`src/hdl/rsa_pkg.sv`:
```
package rsa_pkg;

  // Sizes of the value table and the slot pool.
  localparam int VALUE_COUNT = 256;
  localparam int SLOT_COUNT  = 64;

  // Field widths of the stream words.
  localparam int CMD_W  = 2;
  localparam int VAL_W  = $clog2(VALUE_COUNT);
  localparam int CNT_W  = 8;
  localparam int SLOT_W = $clog2(SLOT_COUNT);
  localparam int MADE_W = SLOT_W + 1;
  localparam int STAT_W = 2;

  localparam int IN_DATA_W  = 16;
  localparam int OUT_DATA_W = 16;
  localparam int OUT_USER_W = 1 + STAT_W;

  // Request codes.
  typedef enum logic [CMD_W-1:0] {
    CMD_USE     = 2'd0,
    CMD_ALLOC   = 2'd1,
    CMD_RESTART = 2'd2
  } cmd_t;

  // Result status codes.
  typedef enum logic [STAT_W-1:0] {
    ST_OK        = 2'd0,
    ST_LIVE      = 2'd1,
    ST_DEAD      = 2'd2,
    ST_EXHAUSTED = 2'd3
  } status_t;

  // One entry of the value table: the slot held and the reads still due.
  typedef struct packed {
    logic [SLOT_W-1:0] slot;
    logic [CNT_W-1:0]  uses;
  } rsa_entry_t;

  // Write into the value table.
  typedef struct packed {
    logic              en;
    logic [VAL_W-1:0]  addr;
    rsa_entry_t        entry;
  } rsa_tbl_wr_t;

  // Lookup result of the value table.
  typedef struct packed {
    logic       live;
    rsa_entry_t entry;
  } rsa_tbl_look_t;

  // Operation on the free stack.
  typedef struct packed {
    logic              push;
    logic              pop;
    logic              clear;
    logic [SLOT_W-1:0] push_slot;
  } rsa_stk_op_t;

  // State of the free stack seen by the control logic.
  typedef struct packed {
    logic [MADE_W-1:0] count;
    logic [SLOT_W-1:0] top;
  } rsa_stk_stat_t;

endpackage

```
`src/hdl/rsa_value_table.sv`:
```
module rsa_value_table (
  input  logic                        clk,
  input  logic                        rst_n,
  input  logic                        rd_en,
  input  logic [rsa_pkg::VAL_W-1:0]   rd_addr,
  input  logic [rsa_pkg::VAL_W-1:0]   lk_addr,
  input  rsa_pkg::rsa_tbl_wr_t        wr,
  input  logic                        clr,
  output rsa_pkg::rsa_tbl_look_t      look
);

  rsa_pkg::rsa_entry_t mem_r [rsa_pkg::VALUE_COUNT];
  rsa_pkg::rsa_entry_t rd_data_r;
  logic [rsa_pkg::VALUE_COUNT-1:0] valid_r;
  logic                            byp_en_r;
  logic [rsa_pkg::VAL_W-1:0]       byp_addr_r;
  rsa_pkg::rsa_entry_t             byp_data_r;
  rsa_pkg::rsa_entry_t             entry;

  // Table memory: one write and one registered read per cycle.
  always_ff @(posedge clk) begin
    if (wr.en) begin
      mem_r[wr.addr] <= wr.entry;
    end
    if (rd_en) begin
      rd_data_r <= mem_r[rd_addr];
    end
  end

  // Valid bits stand for the all-zero reset of the reference counts.
  always_ff @(posedge clk) begin
    if (!rst_n || clr) begin
      valid_r <= '0;
    end else if (wr.en) begin
      valid_r[wr.addr] <= 1'b1;
    end
  end

  // The last write is kept so a read issued in the same cycle sees it.
  always_ff @(posedge clk) begin
    if (!rst_n || clr) begin
      byp_en_r <= 1'b0;
    end else if (wr.en) begin
      byp_en_r <= 1'b1;
    end
    if (wr.en) begin
      byp_addr_r <= wr.addr;
      byp_data_r <= wr.entry;
    end
  end

  // Lookup with bypass; an entry never written reads as dead.
  always_comb begin
    entry      = (byp_en_r && byp_addr_r == lk_addr) ? byp_data_r : rd_data_r;
    look.entry = entry;
    look.live  = valid_r[lk_addr] && (entry.uses != '0);
  end

endmodule

```
`src/hdl/rsa_free_stack.sv`:
```
module rsa_free_stack (
  input  logic                   clk,
  input  logic                   rst_n,
  input  rsa_pkg::rsa_stk_op_t   op,
  output rsa_pkg::rsa_stk_stat_t stat
);

  logic [rsa_pkg::SLOT_W-1:0] mem_r [rsa_pkg::SLOT_COUNT];
  logic [rsa_pkg::MADE_W-1:0] count_r;
  logic [rsa_pkg::MADE_W-1:0] count_nxt;
  logic [rsa_pkg::MADE_W-1:0] pre_addr;
  logic [rsa_pkg::SLOT_W-1:0] top_r;
  logic [rsa_pkg::SLOT_W-1:0] sec_r;
  logic [rsa_pkg::SLOT_W-1:0] pre_r;
  logic                       do_push;

  // A push onto a full stack is dropped.
  assign do_push = op.push && (count_r < rsa_pkg::MADE_W'(rsa_pkg::SLOT_COUNT));

  // Next depth of the stack.
  always_comb begin
    count_nxt = count_r;
    if (op.clear) begin
      count_nxt = '0;
    end else if (do_push) begin
      count_nxt = count_r + 1'b1;
    end else if (op.pop) begin
      count_nxt = count_r - 1'b1;
    end
  end

  // The third entry from the top is prefetched for the next pop.
  assign pre_addr = count_nxt - rsa_pkg::MADE_W'(3);

  // Stack memory: every pushed slot lands at the current depth.
  always_ff @(posedge clk) begin
    if (do_push) begin
      mem_r[count_r[rsa_pkg::SLOT_W-1:0]] <= op.push_slot;
    end
    pre_r <= mem_r[pre_addr[rsa_pkg::SLOT_W-1:0]];
  end

  // Depth counter and the two top entries held in registers.
  always_ff @(posedge clk) begin
    if (!rst_n) begin
      count_r <= '0;
    end else begin
      count_r <= count_nxt;
    end
    if (!op.clear) begin
      if (do_push) begin
        top_r <= op.push_slot;
        sec_r <= top_r;
      end else if (op.pop) begin
        top_r <= sec_r;
        sec_r <= pre_r;
      end
    end
  end

  assign stat.count = count_r;
  assign stat.top   = top_r;

endmodule

```
`src/hdl/refcounted_slot_allocator_unit.sv`:
```
// A taken request goes to the input register, its result word to the result register.
// Throughput: one request per cycle; the value table read, registered at
// acceptance, and the free stack with its prefetched entries keep pace.
// Back pressure on the result side stalls the execute stage and input.
// Reset (rst_n low at a clock edge) empties the pipeline, the free stack and
// the slot count, and marks every value dead at once; no clearing pass.
module refcounted_slot_allocator_unit (
  input  logic                              clk,
  input  logic                              rst_n,
  input  logic                              in_tvalid,
  output logic                              in_tready,
  input  logic [rsa_pkg::IN_DATA_W-1:0]     in_tdata,  // value_id, consumer_count
  input  logic [rsa_pkg::CMD_W-1:0]         in_tuser,  // command
  output logic                              out_tvalid,
  input  logic                              out_tready,
  output logic [rsa_pkg::OUT_DATA_W-1:0]    out_tdata, // slot, slots_used, zero pad
  output logic [rsa_pkg::OUT_USER_W-1:0]    out_tuser  // released, status
);

  logic                        s1_valid_r;
  logic [rsa_pkg::CMD_W-1:0]   s1_cmd_r;
  logic [rsa_pkg::VAL_W-1:0]   s1_val_r;
  logic [rsa_pkg::CNT_W-1:0]   s1_cnt_r;
  logic [rsa_pkg::MADE_W-1:0]  made_r;
  logic [rsa_pkg::MADE_W-1:0]  made_nxt;
  logic                        out_valid_r;
  logic [rsa_pkg::SLOT_W-1:0]  out_slot_r;
  logic                        out_rel_r;
  logic [rsa_pkg::MADE_W-1:0]  out_used_r;
  rsa_pkg::status_t            out_status_r;
  logic                        advance;
  logic                        accept;
  logic [rsa_pkg::SLOT_W-1:0]  res_slot;
  logic                        res_rel;
  rsa_pkg::status_t            res_status;
  logic                        tbl_clr;
  rsa_pkg::rsa_tbl_wr_t        tbl_wr;
  rsa_pkg::rsa_tbl_look_t      tbl_look;
  rsa_pkg::rsa_stk_op_t        stk_op;
  rsa_pkg::rsa_stk_stat_t      stk_stat;

  // Handshake: the execute stage moves when the result register is free.
  assign advance   = s1_valid_r && (!out_valid_r || out_tready);
  assign in_tready = !s1_valid_r || advance;
  assign accept    = in_tvalid && in_tready;

  // Input register.
  always_ff @(posedge clk) begin
    if (!rst_n) begin
      s1_valid_r <= 1'b0;
    end else if (in_tready) begin
      s1_valid_r <= in_tvalid;
    end
    if (accept) begin
      s1_cmd_r <= in_tuser;
      s1_val_r <= in_tdata[rsa_pkg::VAL_W-1:0];
      s1_cnt_r <= in_tdata[rsa_pkg::VAL_W +: rsa_pkg::CNT_W];
    end
  end

  rsa_value_table u_table (
    .clk     (clk),
    .rst_n   (rst_n),
    .rd_en   (accept),
    .rd_addr (in_tdata[rsa_pkg::VAL_W-1:0]),
    .lk_addr (s1_val_r),
    .wr      (tbl_wr),
    .clr     (tbl_clr),
    .look    (tbl_look)
  );

  rsa_free_stack u_stack (
    .clk   (clk),
    .rst_n (rst_n),
    .op    (stk_op),
    .stat  (stk_stat)
  );

  // Request execution.
  always_comb begin
    res_slot   = '0;
    res_rel    = 1'b0;
    res_status = rsa_pkg::ST_OK;
    made_nxt   = made_r;
    tbl_clr    = 1'b0;
    tbl_wr     = '0;
    stk_op     = '0;
    tbl_wr.addr = s1_val_r;
    case (rsa_pkg::cmd_t'(s1_cmd_r))
      rsa_pkg::CMD_RESTART: begin
        tbl_clr      = 1'b1;
        stk_op.clear = 1'b1;
        made_nxt     = '0;
      end
      rsa_pkg::CMD_ALLOC: begin
        if (tbl_look.live) begin
          res_slot   = tbl_look.entry.slot;
          res_status = rsa_pkg::ST_LIVE;
        end else if (stk_stat.count == '0 &&
                     made_r >= rsa_pkg::MADE_W'(rsa_pkg::SLOT_COUNT)) begin
          res_status = rsa_pkg::ST_EXHAUSTED;
        end else begin
          res_slot = (stk_stat.count != '0) ? stk_stat.top
                                            : made_r[rsa_pkg::SLOT_W-1:0];
          if (s1_cnt_r == '0) begin
            // A value with no readers dies at once and takes nothing.
            res_rel = 1'b1;
          end else begin
            if (stk_stat.count != '0) begin
              stk_op.pop = 1'b1;
            end else begin
              made_nxt = made_r + 1'b1;
            end
            tbl_wr.en         = 1'b1;
            tbl_wr.entry.slot = res_slot;
            tbl_wr.entry.uses = s1_cnt_r;
          end
        end
      end
      rsa_pkg::CMD_USE: begin
        if (!tbl_look.live) begin
          res_status = rsa_pkg::ST_DEAD;
        end else begin
          res_slot          = tbl_look.entry.slot;
          tbl_wr.en         = 1'b1;
          tbl_wr.entry.slot = tbl_look.entry.slot;
          tbl_wr.entry.uses = tbl_look.entry.uses - 1'b1;
          if (tbl_look.entry.uses == rsa_pkg::CNT_W'(1)) begin
            // Last read: the slot goes back onto the free stack.
            res_rel          = 1'b1;
            stk_op.push      = 1'b1;
            stk_op.push_slot = tbl_look.entry.slot;
          end
        end
      end
      default: begin
      end
    endcase
    if (!advance) begin
      tbl_clr   = 1'b0;
      tbl_wr.en = 1'b0;
      stk_op    = '0;
      made_nxt  = made_r;
    end
  end

  // Slot counter and result register.
  always_ff @(posedge clk) begin
    if (!rst_n) begin
      made_r      <= '0;
      out_valid_r <= 1'b0;
    end else begin
      made_r <= made_nxt;
      if (advance) begin
        out_valid_r <= 1'b1;
      end else if (out_tready) begin
        out_valid_r <= 1'b0;
      end
    end
    if (advance) begin
      out_slot_r   <= res_slot;
      out_rel_r    <= res_rel;
      out_used_r   <= made_nxt;
      out_status_r <= res_status;
    end
  end

  assign out_tvalid = out_valid_r;
  assign out_tdata  = {{(rsa_pkg::OUT_DATA_W - rsa_pkg::MADE_W - rsa_pkg::SLOT_W){1'b0}},
                       out_used_r, out_slot_r};
  assign out_tuser  = {out_status_r, out_rel_r};

endmodule

```
`config.mk`:
```
export PLATFORM = sky130hd
export DESIGN_NAME = refcounted_slot_allocator_unit
export DESIGN_NICKNAME = d
export VERILOG_FILES = /design/src/hdl/rsa_pkg.sv /design/src/hdl/rsa_value_table.sv /design/src/hdl/rsa_free_stack.sv /design/src/hdl/refcounted_slot_allocator_unit.sv
export SDC_FILE = /design/constraint.sdc
export NUM_CORES = 2
export LEC_CHECK = 0
export BUFFER_PORTS_ARGS = -buffer_cell sky130_fd_sc_hd__buf_2
export CORE_AREA = 4 4 497 622
export DETAILED_ROUTE_END_ITERATION = 8
export DIE_AREA = 0 0 501 626
export GPL_ROUTABILITY_DRIVEN = 0
export PLACE_DENSITY = 0.71
export SYNTH_ARGS = -nofsm -noshare
export SYNTH_HDL_FRONTEND = slang
export SYNTH_SLANG_ARGS = --single-unit
```
`constraint.sdc`:
```
create_clock -name clk -period 22.1 [get_ports clk]
set_input_delay 0 -clock clk [delete_from_list [all_inputs] [get_ports clk]]
set_output_delay 0 -clock clk [all_outputs]
set_load 0.02 [all_outputs]
```
# ---- Word-level counts from Yosys, hierarchy flattened
# Memories as Yosys holds them, arrays and structs flattened. A register that Yosys moved wholly into a read port is not among the register bits.
# Cells that the tools add are included.
dict set report classes {
  add_sub_neg 5
  order_cmp 4
  n_eq_ne 4
  n_mux 62
  bitwise 2
  n_reduce_logical 21
}
# cell n
set ops {}
lappend ops {{$or A256 B256 Y256} 1}
lappend ops {{$mux W14} 5}
lappend ops {{$mux W6} 11}
lappend ops {{$mux W7} 8}
lappend ops {{$pmux W14 S2} 1}
lappend ops {{$mux W1} 26}
lappend ops {{$add A7 B1 Y7 const B} 2}
lappend ops {{$pmux W7 S2} 1}
lappend ops {{$pmux W6 S2} 1}
lappend ops {{$lt A8 B9 Y1 const B} 1}
lappend ops {{$mux W9} 1}
lappend ops {{$bmux W1 S8} 1}
lappend ops {{$demux W1 S8} 1}
lappend ops {{$eq A8 B1 Y1 const B} 1}
lappend ops {{$eq A8 B8 Y1} 1}
lappend ops {{$ge A8 B1 Y1 const B} 1}
lappend ops {{$logic_not A8 Y1} 1}
lappend ops {{$reduce_bool A8 Y1} 1}
lappend ops {{$sub A8 B1 Y8 const B} 1}
lappend ops {{$ge A7 B7 Y1 const B} 1}
lappend ops {{$logic_and A1 B1 Y1} 7}
lappend ops {{$logic_not A7 Y1} 1}
lappend ops {{$lt A7 B7 Y1 const B} 1}
lappend ops {{$reduce_bool A7 Y1} 1}
lappend ops {{other kinds (13)} 21}
dict set report word_totals {
  ff_bits 341
  ram_bits 3968
  inputBits 22
  output_inout_bits 21
  elab_cells 118
  n_memories 2
}
# memory words width read_ports rd_ports_with_merged_regs write_ports line
set memory_table {}
lappend memory_table {u_table.mem_r 256 14 1 1 1 rsa_value_table.sv:12} ;# rsa_pkg::rsa_entry_t mem_r [rsa_pkg::VALUE_COUNT];
lappend memory_table {u_stack.mem_r 64 6 1 1 1 rsa_free_stack.sv:8} ;# logic [rsa_pkg::SLOT_W-1:0] mem_r [rsa_pkg::SLOT_COUNT];

# ---- Longest topological paths before layout
dict set report depth {
  depth_word 12
  mapped_depth 28
  mapped_depth_nobuf 22
}

# ---- By module
# Synthesis repeated with hierarchy kept, for this count alone.
dict set report hier_totals {
  hier_cells 7834
  area_unflattened_um2 167303.0
}
# mod instances cells_each area_per_inst_um2 seq_area_each_um2
set by_module_without_submodules {}
lappend by_module_without_submodules {rsa_value_table 1 6824 148814.0 113849.2}
lappend by_module_without_submodules {rsa_free_stack 1 798 16248.1 12151.7}
lappend by_module_without_submodules {refcounted_slot_allocator_unit 1 212 2240.9 1201.2}

# ---- Least setup slack after synthesis
# No wires, ideal clock.
dict set report synth_path {
  path_kind {flip-flop to flip-flop}
  startpoint {register s1_val_r[1] (netlist bit)}
  endpoint {register u_table.byp_data_r[9] (netlist bit) (data pin)}
  setup_ns 2.274
  t_arrival_ns 13.947
  t_required_ns 19.826
  setup_slack_ns 5.879
  path_stages_with_launch 16
  path_buffers 5
  synth_period_minus_slack_ns 16.221
  cell_sequence {edfxtp_1 -> buf_6 -> buf_12 -> buf_12 -> xnor2_2 -> nand3_1 -> nor3_1 -> mux2i_1 -> ha_1 -> and2_1 -> a211oi_2 -> buf_6 -> a21oi_1 -> nand2_1 -> clkbuf_1 -> o32ai_1}
}
# element line
set synth_rtl {}
lappend synth_rtl {{from (decl)} refcounted_slot_allocator_unit.sv:22} ;# logic [rsa_pkg::VAL_W-1:0] s1_val_r;
lappend synth_rtl {{from (signal assigned)} refcounted_slot_allocator_unit.sv:56} ;# s1_val_r <= in_tdata[rsa_pkg::VAL_W-1:0];
lappend synth_rtl {{to (signal assigned)} rsa_value_table.sv:48} ;# byp_data_r <= wr.entry;
lappend synth_rtl {{to (decl)} rsa_value_table.sv:17} ;# rsa_pkg::rsa_entry_t byp_data_r;

==> summary.txt <==
Run status
  – Run status: finished clean

Global routing
  – Maximum number of pins on one net before global-route repair: 182
  – Initial antenna violation count: 26
  – Grt met1 use: 35.4%
  – Global routing's busiest layer: met2
  – GR Overflow Total: 0
  – Total routing resource utilization after global routing: 26.3%
  – Met3 track demand over resource: 4.60%
  – Met2 Resource Use GR: 43.4%
  – Global-route wire length before repair: 592,000 um
  – Via count of the first global-routing pass: 80,200

STA
  – Worst-margin pin slew: 1.36 ns
  – Final critical-path setup slack: 13.55 ns
  – Time the worst path needs with I/O delays and setup: 8.55 ns
  – Largest clock skew in the final design: 0.0647 ns
  – Fmax: 117 MHz
  – Total of endpoints with negative setup slack in the final report: 0
  – Setup TNS after final layout: 0 ns
  – RSZ-0062 raised after global routing: false
  – Number of endpoints with negative hold slack in the final report: 0
  – Max-slew violations: 0
  – Tightest slew margin relative to the limit: 8.97%
  – Smallest hold slack: 0.132 ns
  – Ratio of final minimum period to clock period: 38.7%

Logic synthesis
  – Total number of yosys warnings: 0
  – Number of enable-type register cells in the synthesized netlist: 4,050
  – Area fraction of the dominant cell type after synthesis: 73.1%
  – Avg Synthesized Cell Area: 22.4 um2
  – Gate count after technology mapping: 7,424
  – Ranking of synthesized cells by area: sky130_fd_sc_hd__edfxtp_1 73%, sky130_fd_sc_hd__mux4_2 18%, sky130_fd_sc_hd__dfxtp_1 3.4%, sky130_fd_sc_hd__nor2_1 1.7%, sky130_fd_sc_hd__clkbuf_1 0.66%
  – Count of different cell masters after synthesis: 80
  – Most common flop cell mapped by yosys: sky130_fd_sc_hd__edfxtp_1
  – Cell type with the largest total area after synthesis: sky130_fd_sc_hd__edfxtp_1
  – Netlist area before placement: 166,000 um2
  – Register bit total from synthesis: 4,329
  – Share of async-settable or async-resettable flops after synthesis: 0%
  – Proportion of synthesized chip area in sequential cells: 76.5%

Clocking
  – PostCTS Resize Cnt: 0
  – Clk pin slew, worst setup/hold paths: 0.07 ns
  – Maximum count of clock buffers along a single path: 4
  – Buffers inserted during post-CTS setup optimization: 0
  – Root cell of the clock tree: sky130_fd_sc_hd__clkbuf_16
  – # H-tree levels: 5
  – Clock Latency Late Sink: 0.92 ns
  – Clock buffers created by TritonCTS: 394
  – Total of hold buffers inserted after clock tree synthesis: 32
  – Clock tree from TritonCTS: done
  – Num Clock Sinks: 4,329

Place
  – Placed instance count: 11,400
  – Worst slack, placed: 13.80 ns
  – Total of buffers placed on input and output ports: 39
  – Detail Placement HPWL: 244,000 um
  – Dpl cell area: 173,000 um2

Final layout
  – Nets: 7,885
  – Area added between synthesis and finish: 11.9%
  – Final Core Density: 61.4%
  – Post-route design area: 186,000 um2
  – Fin cells: 12,200
  – Share of cells above drive strength 1: 28.8%

Power
  – Leakage power: 58.1 nW
  – Power per unit of standard cell area: 89.1 nW/um2
  – Total power after layout: 16.6 mW
  – Worst-case vdd ir drop: 0.0631 mV

Worst setup path
  – Critical register-to-register path endpoint: u_table.mem_r[191][3]
  – Worst reg2reg path depth: 15
  – Crit Path Max Fanout: 55
  – CP most frequent cell: sky130_fd_sc_hd__buf_4
  – Worst setup EP type: flop
  – Startpoint of the worst-slack reg-to-reg timing path: s1_val_r[1]
  – Crit path max-delay family: simple AND/OR/NAND/NOR gates
  – Data arrival, critical path: 9.04 ns
  – Reg2reg setup slack: 13.55 ns
  – Cell Chain, Critical Path: buf_4 > mux4_2 > nor2b_1 > a211oi_1 > nor4_1 > buf_4 > a2111oi_4 > a211oi_2 > a21oi_1 > nand3b_1 > a21o_1 > inv_1 > and3_1 > nand2_1 > nor2_1
  – Buffers and inverters on the worst path: 3
  – Critical Path Source Type: flop
  – Critical path's largest stage delay: 1.22 ns
  – Critical Path Start: s1_val_r[1]
  – CP Class: flop to flop
  – Slowest cell on the critical path: sky130_fd_sc_hd__nor2_1
  – Required time of the critical path: 22.59 ns

Die
  – Vertical extent of the die: 626 um
  – Core footprint: 303,000 um2
  – Number of rows created at floorplan: 226
  – Die area: 314,000 um2
  – Horiz. Die Dim: 501 um
  – Initial core utilization: 54.9%
  – Number of ports placed on the die boundary: 43

Hold path
  – End point of the most critical hold path: s1_val_r[2]
  – Worst min-delay path startpoint: in_tdata[2]
  – Worst min path class: input pin to flop
  – Worst hold path stage count: 2

Routing
  – Routed wire length per instance: 33.7 um
  – First-pass iteration count of the detailed router: 7
  – Starting DRC count in detailed routing: 11,400
  – Average vias per placed instance: 6.56
  – Final routed wirelength across all metal layers: 411,000 um
  – Routed via count: 79,900
  – Number of nets with antenna violations after routing: 0
  – DR DRC count: 0

Run
  – Max-Cap Viols: 0
==> where the power goes <==
| group | total (mW) | switching [mW] | internal [mW] |
|---|---|---|---|
| logic | 0.787 | 0.506 | 0.281 |
| clock network | 6.80 | 2.95 | 3.85 |
| registers | 8.99 | 0.00753 | 8.98 |
| total | 16.6 | 3.46 | 13.1 |
==> sequential cells by signal (all words and copies together) (netlist names), 2 cells and up <==
signal and cells:
s1_val_r 8, made_r 7, out_status_r 2, u_table.mem_r 3584
u_stack.mem_r 384, u_table.rd_data_r 14, out_slot_r 6, u_table.valid_r 256
u_stack.top_r 6, u_stack.pre_r 6, out_used_r 7, u_table.byp_addr_r 8
s1_cmd_r 2, u_table.byp_data_r 14, u_stack.count_r 7, s1_cnt_r 8
u_stack.sec_r 6
==> cells in the final DEF (no fill, tap or decap), types with 27 or more instances in the layout <==
master	instances
sky130_fd_sc_hd__nand2_1	85
sky130_fd_sc_hd__clkbuf_16	407
sky130_fd_sc_hd__buf_2	33
sky130_fd_sc_hd__o21a_1	48
sky130_fd_sc_hd__mux2i_1	93
sky130_fd_sc_hd__clkinv_1	74
sky130_fd_sc_hd__clkbuf_1	78
sky130_fd_sc_hd__mux4_2	1320
sky130_fd_sc_hd__dfxtp_1	279
sky130_fd_sc_hd__nor2_1	765
sky130_fd_sc_hd__nor2b_1	27
sky130_fd_sc_hd__edfxtp_1	4050
sky130_fd_sc_hd__nand3_1	37
sky130_fd_sc_hd__dlygate4sd3_1	32
sky130_fd_sc_hd__bufinv_16	37
sky130_fd_sc_hd__buf_4	361
sky130_fd_sc_hd__clkinv_2	66
==> cell families after synthesis <==
kind of cell	synth area share, %
AO/OA/AOI/OAI	0.764
XOR/XNOR	0.156
adder cells (fa/ha/maj)	0.0677
buffers and inverters	1.15
flip-flops	76.5
multiplexers	18.8
other	0.00225
AND/OR/NAND/NOR	2.53
==> layer usage <==
layer	share of wire (%)	wire length, um
met4	4.7	19300
met1	36	147000
met2	50	207000
met5	0.022	90
met3	9.1	37200
==> cell usage after synthesis (10+ instances only) <==
master / instances
sky130_fd_sc_hd__a211oi_1: 12
sky130_fd_sc_hd__a21oi_1: 19
sky130_fd_sc_hd__a22oi_1: 18
sky130_fd_sc_hd__and2_1: 19
sky130_fd_sc_hd__buf_1: 73
sky130_fd_sc_hd__buf_2: 10
sky130_fd_sc_hd__buf_4: 10
sky130_fd_sc_hd__buf_6: 11
sky130_fd_sc_hd__clkbuf_1: 292
sky130_fd_sc_hd__dfxtp_1: 279
sky130_fd_sc_hd__edfxtp_1: 4050
sky130_fd_sc_hd__inv_1: 19
sky130_fd_sc_hd__mux2i_1: 93
sky130_fd_sc_hd__mux4_1: 22
sky130_fd_sc_hd__mux4_2: 1320
sky130_fd_sc_hd__nand2_1: 86
sky130_fd_sc_hd__nand3_1: 37
sky130_fd_sc_hd__nor2_1: 773
sky130_fd_sc_hd__nor2b_1: 28
sky130_fd_sc_hd__nor3_1: 14
sky130_fd_sc_hd__o21a_1: 48
sky130_fd_sc_hd__o22ai_1: 13
sky130_fd_sc_hd__or3_1: 10
sky130_fd_sc_hd__xnor2_1: 17
==> how the worst max path moves through the flow <==
stage,to,slack [ns],depth (start not counted)
2_1_floorplan,u_table.byp_data_r[9],5.88,15
3_3_place_gp,u_stack.pre_r[3],13.94,19
3_5_place_dp,u_table.mem_r[180][12],13.80,15
4_1_cts,u_table.mem_r[180][13],13.80,15
5_1_grt,u_stack.pre_r[3],13.49,21
6_report,u_table.mem_r[191][3],13.55,15
==> final cells by class <==
class / instances / area, um2
flip-flops and latches: 4329 / 127000
fillers: 20000 / 117000
multi-input cells: 2667 / 37500
clock buffers: 496 / 10600
well taps: 3990 / 4990
repair buffers: 442 / 3490
clock inverters: 222 / 2170
inverters: 20 / 75.1
diodes: 12 / 30.0
==> worst register-to-register path, delay by kind of cell, from the launching register on <==
family | cells | cell delay, ns
AND/OR/NAND/NOR | 6 | 2.85
AO/OA/AOI/OAI | 5 | 2.34
buffers and inverters | 3 | 1.73
multiplexers | 1 | 0.80
flip-flops | 1 | 0.41
Note: power is estimated with default switching activity, not from simulation.
